### config.mk
export PLATFORM = sky130hd
export DESIGN_NAME = min_hop_route_table_unit
export DESIGN_NICKNAME = d
export VERILOG_FILES = /design/src/hw/rtl/mhrt_pkg.sv /design/src/hw/rtl/mhrt_cell.sv /design/src/hw/rtl/mhrt_head.sv /design/src/hw/rtl/min_hop_route_table_unit.sv
export SDC_FILE = /design/constraint.sdc
export NUM_CORES = 1
export LEC_CHECK = 0
export ABC_AREA = 1
export BUFFER_PORTS_ARGS = -buffer_cell sky130_fd_sc_hd__buf_2
export CAP_MARGIN = 15
export CELL_PAD_IN_SITES_DETAIL_PLACEMENT = 1
export CELL_PAD_IN_SITES_GLOBAL_PLACEMENT = 1
export CORE_AREA = 2 2 249 251
export DETAILED_ROUTE_END_ITERATION = 10
export DIE_AREA = 0 0 251 253
export GPL_TIMING_DRIVEN = 0
export PLACE_DENSITY = 0.6
export SETUP_SLACK_MARGIN = 0.02
export SLEW_MARGIN = 25
export SYNTH_ARGS = -nofsm -noshare
export SYNTH_HDL_FRONTEND = slang
export SYNTH_SLANG_ARGS = --single-unit
### constraint.sdc
create_clock -name aclk -period 4.2 [get_ports aclk]
set_clock_uncertainty 0.05 [all_clocks]
set_input_delay 0.63 -clock aclk [delete_from_list [all_inputs] [get_ports aclk]]
set_output_delay 0.63 -clock aclk [all_outputs]
set_load 0.1 [all_outputs]
### src/hw/rtl/mhrt_pkg.sv
// Shared types and constants of the minimum-hop route table.
package mhrt_pkg;

    // Operation codes of an input item.
    localparam logic [1:0] FN_ADD    = 2'd0;
    localparam logic [1:0] FN_DELETE = 2'd1;
    localparam logic [1:0] FN_LOOKUP = 2'd2;
    localparam logic [1:0] FN_NONE   = 2'd3;

    // Result status codes.
    localparam logic [2:0] ST_INSERTED = 3'd0;
    localparam logic [2:0] ST_UPDATED  = 3'd1;
    localparam logic [2:0] ST_PRESENT  = 3'd2;
    localparam logic [2:0] ST_FULL     = 3'd3;
    localparam logic [2:0] ST_INVALID  = 3'd4;
    localparam logic [2:0] ST_FOUND    = 3'd5;
    localparam logic [2:0] ST_NOROUTE  = 3'd6;
    localparam logic [2:0] ST_DELETED  = 3'd7;

    // Routes at or above this hop count are never chosen by a lookup.
    localparam logic [7:0] HOP_LIMIT = 8'd128;

    // Saturation value of the delete count.
    localparam logic [4:0] RM_MAX = 5'd31;

    // One table entry; a neighbor of zero marks a free entry.
    typedef struct packed {
        logic [7:0] nb;
        logic [7:0] dst;
        logic [7:0] hops;
    } entry_t;

    // Ring control handed from the head unit to the cells.
    typedef struct packed {
        logic   shift;
        entry_t head;
    } ring_ctl_t;

endpackage

### src/hw/rtl/mhrt_cell.sv
// One storage cell of the route table ring.
module mhrt_cell (
    input  logic            aclk,
    input  logic            aresetn,
    input  logic            shift,
    input  mhrt_pkg::entry_t d_in,
    output mhrt_pkg::entry_t q
);
    import mhrt_pkg::*;

    entry_t entry_reg;
    entry_t entry_next;

    always_comb begin
        entry_next = shift ? d_in : entry_reg;
    end

    // The table is all free after reset.
    always_ff @(posedge aclk) begin
        if (!aresetn) begin
            entry_reg <= '0;
        end else begin
            entry_reg <= entry_next;
        end
    end

    assign q = entry_reg;

endmodule

### src/hw/rtl/mhrt_head.sv
// Head unit: sequencer, per-entry operation logic and the result register.
module mhrt_head #(
    parameter int TABLE_ENTRIES = 16
) (
    input  logic                aclk,
    input  logic                aresetn,
    input  logic                s_valid,
    output logic                s_ready,
    input  logic [1:0]          s_func,
    input  logic [7:0]          s_neighbor,
    input  logic [7:0]          s_destination,
    input  logic [7:0]          s_hop_count,
    output logic                m_valid,
    input  logic                m_ready,
    output logic [2:0]          m_status,
    output logic [7:0]          m_best_neighbor,
    output logic [6:0]          m_best_hops,
    output logic [4:0]          m_removed_count,
    input  mhrt_pkg::entry_t    ring_q,
    output mhrt_pkg::ring_ctl_t ring_ctl
);
    import mhrt_pkg::*;

    localparam int CNT_W = (TABLE_ENTRIES > 1) ? $clog2(TABLE_ENTRIES) : 1;
    localparam logic [CNT_W-1:0] LAST_IDX = CNT_W'(TABLE_ENTRIES - 1);

    localparam logic [1:0] S_IDLE = 2'd0;
    localparam logic [1:0] S_SCAN = 2'd1;
    localparam logic [1:0] S_FILL = 2'd2;
    localparam logic [1:0] S_DONE = 2'd3;

    logic [1:0]       state_reg, state_next;
    logic [CNT_W-1:0] cnt_reg, cnt_next;
    logic [1:0]       op_reg, op_next;
    logic [7:0]       nb_reg, nb_next;
    logic [7:0]       dst_reg, dst_next;
    logic [7:0]       hops_reg, hops_next;
    logic             found_reg, found_next;
    logic             free_seen_reg, free_seen_next;
    logic [CNT_W-1:0] free_idx_reg, free_idx_next;
    logic [7:0]       best_reg, best_next;
    logic [7:0]       via_reg, via_next;
    logic [4:0]       rm_reg, rm_next;
    logic [2:0]       res_status_reg, res_status_next;

    logic             m_valid_reg, m_valid_next;
    logic [2:0]       m_status_reg, m_status_next;
    logic [7:0]       m_best_neighbor_reg, m_best_neighbor_next;
    logic [6:0]       m_best_hops_reg, m_best_hops_next;
    logic [4:0]       m_removed_count_reg, m_removed_count_next;

    entry_t head_out;
    logic   last;
    logic   accept;

    assign s_ready = (state_reg == S_IDLE);
    assign accept  = s_valid && s_ready;
    assign last    = (cnt_reg == LAST_IDX);

    always_comb begin
        state_next      = state_reg;
        cnt_next        = cnt_reg;
        op_next         = op_reg;
        nb_next         = nb_reg;
        dst_next        = dst_reg;
        hops_next       = hops_reg;
        found_next      = found_reg;
        free_seen_next  = free_seen_reg;
        free_idx_next   = free_idx_reg;
        best_next       = best_reg;
        via_next        = via_reg;
        rm_next         = rm_reg;
        res_status_next = res_status_reg;
        head_out        = ring_q;

        m_valid_next         = m_valid_reg && !m_ready;
        m_status_next        = m_status_reg;
        m_best_neighbor_next = m_best_neighbor_reg;
        m_best_hops_next     = m_best_hops_reg;
        m_removed_count_next = m_removed_count_reg;

        unique case (state_reg)
            S_IDLE: begin
                if (accept) begin
                    op_next        = s_func;
                    nb_next        = s_neighbor;
                    dst_next       = s_destination;
                    hops_next      = s_hop_count;
                    cnt_next       = '0;
                    found_next     = 1'b0;
                    free_seen_next = 1'b0;
                    free_idx_next  = '0;
                    best_next      = HOP_LIMIT;
                    via_next       = '0;
                    rm_next        = '0;
                    if (s_func == FN_NONE) begin
                        state_next = S_IDLE;
                    end else if (s_func != FN_LOOKUP && s_neighbor == 8'd0) begin
                        res_status_next = ST_INVALID;
                        state_next      = S_DONE;
                    end else begin
                        state_next = S_SCAN;
                    end
                end
            end
            S_SCAN: begin
                unique case (op_reg)
                    FN_ADD: begin
                        if (!found_reg && ring_q.nb == nb_reg && ring_q.dst == dst_reg) begin
                            found_next      = 1'b1;
                            head_out.hops   = hops_reg;
                            res_status_next = (ring_q.hops == hops_reg) ? ST_PRESENT
                                                                         : ST_UPDATED;
                        end
                        if (!free_seen_reg && ring_q.nb == 8'd0) begin
                            free_seen_next = 1'b1;
                            free_idx_next  = cnt_reg;
                        end
                    end
                    FN_DELETE: begin
                        if (ring_q.nb == nb_reg) begin
                            head_out = '0;
                            if (rm_reg != RM_MAX) begin
                                rm_next = rm_reg + 5'd1;
                            end
                        end
                    end
                    default: begin
                        if (ring_q.nb != 8'd0 && ring_q.dst == dst_reg
                                && ring_q.hops < best_reg) begin
                            best_next = ring_q.hops;
                            via_next  = ring_q.nb;
                        end
                    end
                endcase
                cnt_next = cnt_reg + CNT_W'(1);
                if (last) begin
                    cnt_next = '0;
                    unique case (op_reg)
                        FN_ADD: begin
                            if (found_next) begin
                                state_next = S_DONE;
                            end else if (free_seen_next) begin
                                state_next = S_FILL;
                            end else begin
                                res_status_next = ST_FULL;
                                state_next      = S_DONE;
                            end
                        end
                        FN_DELETE: begin
                            res_status_next = ST_DELETED;
                            state_next      = S_DONE;
                        end
                        default: begin
                            res_status_next = (via_next != 8'd0) ? ST_FOUND : ST_NOROUTE;
                            state_next      = S_DONE;
                        end
                    endcase
                end
            end
            S_FILL: begin
                if (cnt_reg == free_idx_reg) begin
                    head_out.nb   = nb_reg;
                    head_out.dst  = dst_reg;
                    head_out.hops = hops_reg;
                end
                cnt_next = cnt_reg + CNT_W'(1);
                if (last) begin
                    cnt_next        = '0;
                    res_status_next = ST_INSERTED;
                    state_next      = S_DONE;
                end
            end
            S_DONE: begin
                if (!m_valid_reg || m_ready) begin
                    m_valid_next         = 1'b1;
                    m_status_next        = res_status_reg;
                    m_best_neighbor_next = via_reg;
                    m_best_hops_next     = best_reg[6:0] & {7{via_reg != 8'd0}};
                    m_removed_count_next = rm_reg;
                    state_next           = S_IDLE;
                end
            end
            default: begin
                state_next = S_IDLE;
            end
        endcase
    end

    always_ff @(posedge aclk) begin
        if (!aresetn) begin
            state_reg   <= S_IDLE;
            cnt_reg     <= '0;
            m_valid_reg <= 1'b0;
        end else begin
            state_reg   <= state_next;
            cnt_reg     <= cnt_next;
            m_valid_reg <= m_valid_next;
        end
    end

    always_ff @(posedge aclk) begin
        op_reg              <= op_next;
        nb_reg              <= nb_next;
        dst_reg             <= dst_next;
        hops_reg            <= hops_next;
        found_reg           <= found_next;
        free_seen_reg       <= free_seen_next;
        free_idx_reg        <= free_idx_next;
        best_reg            <= best_next;
        via_reg             <= via_next;
        rm_reg              <= rm_next;
        res_status_reg      <= res_status_next;
        m_status_reg        <= m_status_next;
        m_best_neighbor_reg <= m_best_neighbor_next;
        m_best_hops_reg     <= m_best_hops_next;
        m_removed_count_reg <= m_removed_count_next;
    end

    assign ring_ctl.shift   = (state_reg == S_SCAN) || (state_reg == S_FILL);
    assign ring_ctl.head    = head_out;
    assign m_valid          = m_valid_reg;
    assign m_status         = m_status_reg;
    assign m_best_neighbor  = m_best_neighbor_reg;
    assign m_best_hops      = m_best_hops_reg;
    assign m_removed_count  = m_removed_count_reg;

endmodule

### src/hw/rtl/min_hop_route_table_unit.sv
// Top level of the minimum-hop route table: a ring of entry cells and its head unit.
//
// Usage: each item on the s_ channel carries one operation (add or update a route,
// delete all routes of a neighbor, or look up the best next hop for a destination).
// Every add, delete or lookup yields exactly one result item on the m_ channel;
// operation code three is accepted and dropped without a result.
// The entries sit in a ring of TABLE_ENTRIES cells. While an operation runs, the
// ring rotates by one entry per cycle, so the entries pass the head unit in index order
// during a pass and the table is back in its original order after a full pass.
// Sequence: a lookup, a delete, or an add that finds its pair or finds the table full,
// takes one pass of the ring and then loads the result register; the next item is
// taken once the head unit is back in idle.
// An add that inserts into a free entry needs a second pass to write the entry.
// An add or delete with neighbor zero answers without a pass.
// The rotating ring sets the length of a pass: one entry per cycle at the head.
// The input is accepted only while the head unit is idle. A finished result waits
// in the output register; if the receiver stalls, the next item may be accepted
// and processed, and its result is held back until the output register is free.
// Synchronous active-low reset empties every entry and drops any pending result.
module min_hop_route_table_unit #(
    parameter int TABLE_ENTRIES = 16
) (
    input  logic       aclk,
    input  logic       aresetn,
    input  logic       s_valid,
    output logic       s_ready,
    input  logic [1:0] s_func,
    input  logic [7:0] s_neighbor,
    input  logic [7:0] s_destination,
    input  logic [7:0] s_hop_count,
    output logic       m_valid,
    input  logic       m_ready,
    output logic [2:0] m_status,
    output logic [7:0] m_best_neighbor,
    output logic [6:0] m_best_hops,
    output logic [4:0] m_removed_count
);
    import mhrt_pkg::*;

    // Cell k feeds cell k-1; the head unit reads cell 0 and feeds the last cell.
    entry_t    cell_q [TABLE_ENTRIES];
    ring_ctl_t ring_ctl;

    for (genvar k = 0; k < TABLE_ENTRIES; k++) begin : g_cell
        entry_t cell_d;
        if (k == TABLE_ENTRIES - 1) begin : g_tail
            assign cell_d = ring_ctl.head;
        end else begin : g_link
            assign cell_d = cell_q[k+1];
        end
        mhrt_cell u_cell (
            .aclk    (aclk),
            .aresetn (aresetn),
            .shift   (ring_ctl.shift),
            .d_in    (cell_d),
            .q       (cell_q[k])
        );
    end

    mhrt_head #(
        .TABLE_ENTRIES (TABLE_ENTRIES)
    ) u_head (
        .aclk            (aclk),
        .aresetn         (aresetn),
        .s_valid         (s_valid),
        .s_ready         (s_ready),
        .s_func          (s_func),
        .s_neighbor      (s_neighbor),
        .s_destination   (s_destination),
        .s_hop_count     (s_hop_count),
        .m_valid         (m_valid),
        .m_ready         (m_ready),
        .m_status        (m_status),
        .m_best_neighbor (m_best_neighbor),
        .m_best_hops     (m_best_hops),
        .m_removed_count (m_removed_count),
        .ring_q          (cell_q[0]),
        .ring_ctl        (ring_ctl)
    );

    // An operation that yields a result keeps the input closed in the next cycle.
    a_busy_after_accept: assert property (@(posedge aclk) disable iff (!aresetn)
        (s_valid && s_ready && s_func != FN_NONE) |=> !s_ready)
        else $error("input accepted again right after an operation began");

    // The ring only rotates while an operation is in progress.
    a_no_shift_idle: assert property (@(posedge aclk) disable iff (!aresetn)
        s_ready |-> !ring_ctl.shift)
        else $error("ring rotated while the head unit was idle");

    // A found route always names a neighbor; every other result carries no neighbor or hops.
    a_found_has_hop: assert property (@(posedge aclk) disable iff (!aresetn)
        (m_valid && m_status == ST_FOUND) |-> (m_best_neighbor != 8'd0))
        else $error("lookup reported found without a next hop");

    a_noroute_empty: assert property (@(posedge aclk) disable iff (!aresetn)
        (m_valid && m_status != ST_FOUND)
            |-> (m_best_neighbor == 8'd0 && m_best_hops == 7'd0))
        else $error("route fields set on a result that is not a found lookup");

    // Only a delete reports cleared entries.
    a_removed_only_delete: assert property (@(posedge aclk) disable iff (!aresetn)
        (m_valid && m_removed_count != 5'd0) |-> (m_status == ST_DELETED))
        else $error("removed count set on a result that is not a delete");

endmodule
Word-level counts from Yosys, hierarchy flattened. Index checks and enable logic that the tools add are counted.

Shift-type cells: 0. Muxes and demuxes: 60. Magnitude comparators: 1. Multiply operators: 0. Add/sub/neg operators: 2. Divide/modulo/power cells: 0. Equality and inequality tests: 25. Reduce and logical (&&, ||, !) cells: 35. Bitwise operators: 1.

Operators by type and width (number): 8-bit 2-to-1 mux (8); 24-bit 2-to-1 mux (2); 24-bit case mux with 2 select lines (1); 8-bit case mux with 2 select lines (3); 3-bit 2-to-1 mux (9); 8-bit == test (3); 8-bit nonzero test (3); 2-bit 2-to-1 mux (10); 5-bit 2-to-1 mux (4); 8-bit zero test (2); 16-bit 2-to-1 mux (1); 4-bit 2-to-1 mux (4); 4-bit case mux with 2 select lines (2); 2-bit by 1-bit != test with 1-bit output (second input constant) (7); 2-bit != test (second input constant) (7); 4-bit AND reduction (3); 1-bit 2-to-1 mux (10); 5-bit case mux with 2 select lines (1); 5-bit AND reduction (2); 3-bit case mux with 3 select lines (1); 1-bit logical AND (8); 8-bit less-than comparator (1); 2-bit case mux with 4 select lines (1); 2-bit AND reduction (4); 16 further kinds (27).

Output and inout port bits: 25. Memories: 0. Bits of input ports: 30. Flip-flop bits (word level): 470. Logic and storage cells: 190. Bits in writable memories: 0. Bits in latches: 0. ROM bits: 0.

Logic depth before layout (Yosys ltp).
Depth in word-level cells: 11. Gate-level depth with buffers: 15. Depth with buffers taken out: 15.

By module. From an unflattened synthesis, not the netlist that was laid out.

Cells, all modules: 3034. Area total of the unflattened synthesis: 20708.6 µm².

Modules (own cells, without submodules): mhrt_cell (times used 16, cells each 151, sequential area each 480.5 µm², area each 980.9 µm²); mhrt_head (times used 1, cells each 618, sequential area each 2512.4 µm², area each 5013.6 µm²).

Worst setup path before layout. No wires, ideal clock.

Path type: register -> register. From: register u_head.state_reg[0]. To: register u_head.best_reg[0], enable pin. Setup slack: 1.196 ns. Data required time: 3.775 ns. Library setup time: 0.375 ns. Arrival: 2.579 ns. Buffers on the path: 0. Period minus slack after synthesis: 3.004 ns. Stages on the path, launching flop included: 7. Cell sequence: dfxtp_1 -> inv_1 -> ha_1 -> nand2_1 -> inv_1 -> a21oi_1 -> a21oi_1.

Longest elaborated chain between the ends: 4. Elaborated cells between the ends (all ways): 8. Those cells by class: eq/ne: 4; reduce/logical: 4.

RTL lines: start: declaration (line mhrt_head.sv:32) `logic [1:0] state_reg, state_next;`; start signal: assignment (line mhrt_head.sv:196) `state_reg <= state_next;`; 2-bit zero test (*) (line mhrt_head.sv:56) `assign s_ready = (state_reg == S_IDLE);`; via s_ready (line min_hop_route_table_unit.sv:26) `output logic s_ready,`; 1-bit logical AND (line mhrt_head.sv:57) `assign accept = s_valid && s_ready;`; 2-bit != test (no line); 4-bit AND reduction (no line) (*); end signal: assignment (line mhrt_head.sv:210) `best_reg <= best_next;`; end: declaration (line mhrt_head.sv:41) `logic [7:0] best_reg, best_next;`.

The timed path passes the listed nets; every way through them passes the cells marked *. A chain may end at the register's enable or synchronous reset.

Worst setup path in the final report.
From: register g_cell[0].u_cell.entry_reg, in the netlist g_cell[0].u_cell.q[6]. To: register u_head.best_reg[2], enable pin.

Longest elaborated chain between the ends: 4.

RTL lines: start: declaration (line mhrt_cell.sv:11) `entry_t entry_reg;`; start signal: assignment (line mhrt_cell.sv:23) `entry_reg <= entry_next;`; 8-bit less-than comparator (line mhrt_head.sv:130) `&& ring_q.hops < best_reg) begin`; 1-bit logical AND (line mhrt_head.sv:130); 2-bit by 1-bit != test with 1-bit output (no line); 4-bit AND reduction (no line).

Every way passes these cells.

==> results.sh <==
export IMPL_avgRoutedWirePerCell_microns=16.6
export IMPL_grt_overflow=0
export IMPL_num_antenna_cells=0
export IMPL_outcome="complete, no violations"
export IMPL_power_total_mw=20.2
export IMPL_crit_fanout=9
export IMPL_place_congestion=0.825
export IMPL_cts_buffers_inserted=54
export IMPL_start_kind="flip-flop"
export IMPL_fin_nets=2388
export IMPL_grt_use_total_pct=16.7
export IMPL_worst_path_most_repeated_cell="nand3_1"
export IMPL_syn_nets=2278
export IMPL_netlist_area_leader_share_pct=43.5
export IMPL_dp_cells=3078
export IMPL_fin_util_pct=34.6
export IMPL_drive_gt1_share_pct=8.75
export IMPL_clk_latency_ps=640
export IMPL_cp_slowest_stage_delay_ps=750
export IMPL_grt_max_degree=28
export IMPL_rows=91
export IMPL_synthesis_area_sq_um=18000
export IMPL_clockRootBuffer="clkbuf_16"
export IMPL_cp_slowest_cell="a21oi_1"
export IMPL_synth_edf_count=79
export IMPL_worst_slack_ps=1330
export IMPL_yosysWarnings=0
export IMPL_layout_min_cycle_time_ps=2870
export IMPL_pwr_share_comb_pct=38.0
export IMPL_crit_path_cell_trace="ha_1 -> nand2_1 -> inv_1 -> nand3_1 -> nand3_1 -> nor2_4 -> nand3_4 -> a21oi_1"
export IMPL_drt_pass1_iter_count=4
export IMPL_io_pins=55
export IMPL_coreArea_sq_um=61000
export IMPL_hold_violations=0
export IMPL_fp_dieH_microns=253
export IMPL_hold_class="in2reg"
export IMPL_fmax_mhz=349
export IMPL_avgSynthCellArea_sq_um=8.06
export IMPL_wl_microns=52800
export IMPL_vias=14700
export IMPL_p_seq_share_pct=38.4
export IMPL_yosys_top_cells_count="nor2_1, o21ai_0, dfxtp_1"
export IMPL_clk_pin_slew_ps=60
export IMPL_p_int_mw=11.6
export IMPL_p_leak_nw=9.05
export IMPL_pre_cts_ws_ps=1300
export IMPL_syn_instance_count=2234
export IMPL_start_util_pct=29.5
export IMPL_largest_reg_flops=384
export IMPL_rr_worst_depth=8
export IMPL_stdcell_area_sq_um=21100
export IMPL_synth_largest_area_cell="dfxtp_1"
export IMPL_p_per_area_nw_per_um2=958
export IMPL_cts_buffer_depth=3
export IMPL_cts_sinks=470
export IMPL_hold_ws_ps=130
export IMPL_viasPerCell=4.63
export IMPL_dieWidth_microns=251
export IMPL_drc=0
export IMPL_power_switching_mw=8.64
export IMPL_fin_setup_tns_ps=0
export IMPL_async_flop_share_pct=0
export IMPL_clkPwrFrac_pct=23.7
export IMPL_synthTopCellsByArea="dfxtp_1, nor2_1, edfxtp_1, o21ai_0, nand2_1"
export IMPL_cts_resized=0
export IMPL_crit_buf_inv=1
export IMPL_crit_family="simple AND/OR/NAND/NOR gates"
export IMPL_min_delay_path_depth=1
export IMPL_cts_tree="done"
export IMPL_syn_to_final_growth_pct=17.3
export IMPL_switching_share_pct=42.7
export IMPL_dp_hpwl_microns=38700
export IMPL_maxCapViolCount=0
export IMPL_setup_viol=0
export IMPL_worstMarginPinSlew_ps=974
export IMPL_final_cells=3178
export IMPL_port_buffers=53
export IMPL_cp_required_ps=4390
export IMPL_grt_pass1_vias=15600
export IMPL_holdBufCountCts=0
export IMPL_worst_slew_margin_rel_pct=35.1
export IMPL_rsz0062_at_grt="no"
export IMPL_synth_ff_type="dfxtp_1"
export IMPL_grt_pass1_wl_microns=84800
export IMPL_synth_most_common_cell="nor2_1"
export IMPL_path_depth=8
export IMPL_synth_cell_types=36
export IMPL_period_share_pct=68.2
export IMPL_peakVddDrop_v=0.000339
export IMPL_ys_ff_latch=470
export IMPL_drt_initial_drc_count=729
export IMPL_placed_area_sq_um=19300
export IMPL_cts_setup_buffers=0
export IMPL_htree_num_levels=2
export IMPL_ys_seq_area_share_pct=56.6
export IMPL_maxSlewViolCount=0
export IMPL_antenna_found_initial=0
export IMPL_die_area_sq_um=63500
export IMPL_cp_arrival_ps=3060
export IMPL_critPathCaptureType="flip-flop"
export IMPL_ant_nets=0
export IMPL_r2r_slack_ps=1330
export IMPL_critical_path_class="reg2reg"
[placed cells by master (no fill, tap or decap), types with 6 or more instances in the layout]
cell	Yosys	final
nor2_1	705	705
o21ai_0	408	408
dfxtp_1	391	391
nand2_1	171	171
inv_1	135	134
clkbuf_1	113	123
edfxtp_1	79	79
a21oi_1	77	76
buf_2	20	73
clkbuf_16	0	55
nand3_1	21	21
a21oi_2	17	17
ha_1	14	14
clkbuf_8	0	13
nand4_1	11	11
o21ai_1	10	10
xor2_1	9	9
clkinv_2	0	9
inv_2	5	6
buf_1	6	6
o211ai_2	6	6
[worst paths after layout]
kind                                       startpoint                         to
worst max-delay path            g_cell[0].u_cell.q[6]         u_head.best_reg[2]
worst min-delay path                 s_destination[6]          u_head.dst_reg[6]
worst max register to register  g_cell[0].u_cell.q[6]         u_head.best_reg[2]
worst min register to register      u_head.via_reg[0]  u_head.m_best_neighbor[0]
[logic make-up after synthesis]
logic type | after synthesis | synth area share (%)
buf+inv | 285 | 6.30
xor+xnor | 9 | 0.438
simple gates | 925 | 20.2
fa+ha+maj | 14 | 0.972
flops | 470 | 56.6
compound gates | 531 | 15.5
[power groups by stage]
| stage | Combinational [mW] | Clock (mW) | Sequential (mW) |
|---|---|---|---|
| floorplan | 5.35 | 0 | 7.48 |
| CTS | 7.85 | 4.91 | 7.78 |
| global placement | 7.56 | 0 | 7.80 |
| global route | 8.91 | 5.10 | 7.99 |
| detailed placement | 7.77 | 0 | 7.84 |
| finish | 7.68 | 4.79 | 7.76 |
[routing by layer]
metal,global-route usage [%],up-vias,routed length (microns)
li1,-,7438,-
met1,20.6,7029,24100
met2,29.3,168,25200
met3,2.67,87,1790
met4,6.07,0,1730
met5,0,-,0
[area by class of cell]
class	count	area [sq um]
fill	7312	39900
sequential	470	10200
multi-input combinational	1479	6690
clock buffer	78	1590
tap	790	988
buffer	144	606
inverter	141	529
timing repair buffer	54	280
clock inverter	22	235
No activity file was read; power rests on OpenSTA's default activity.
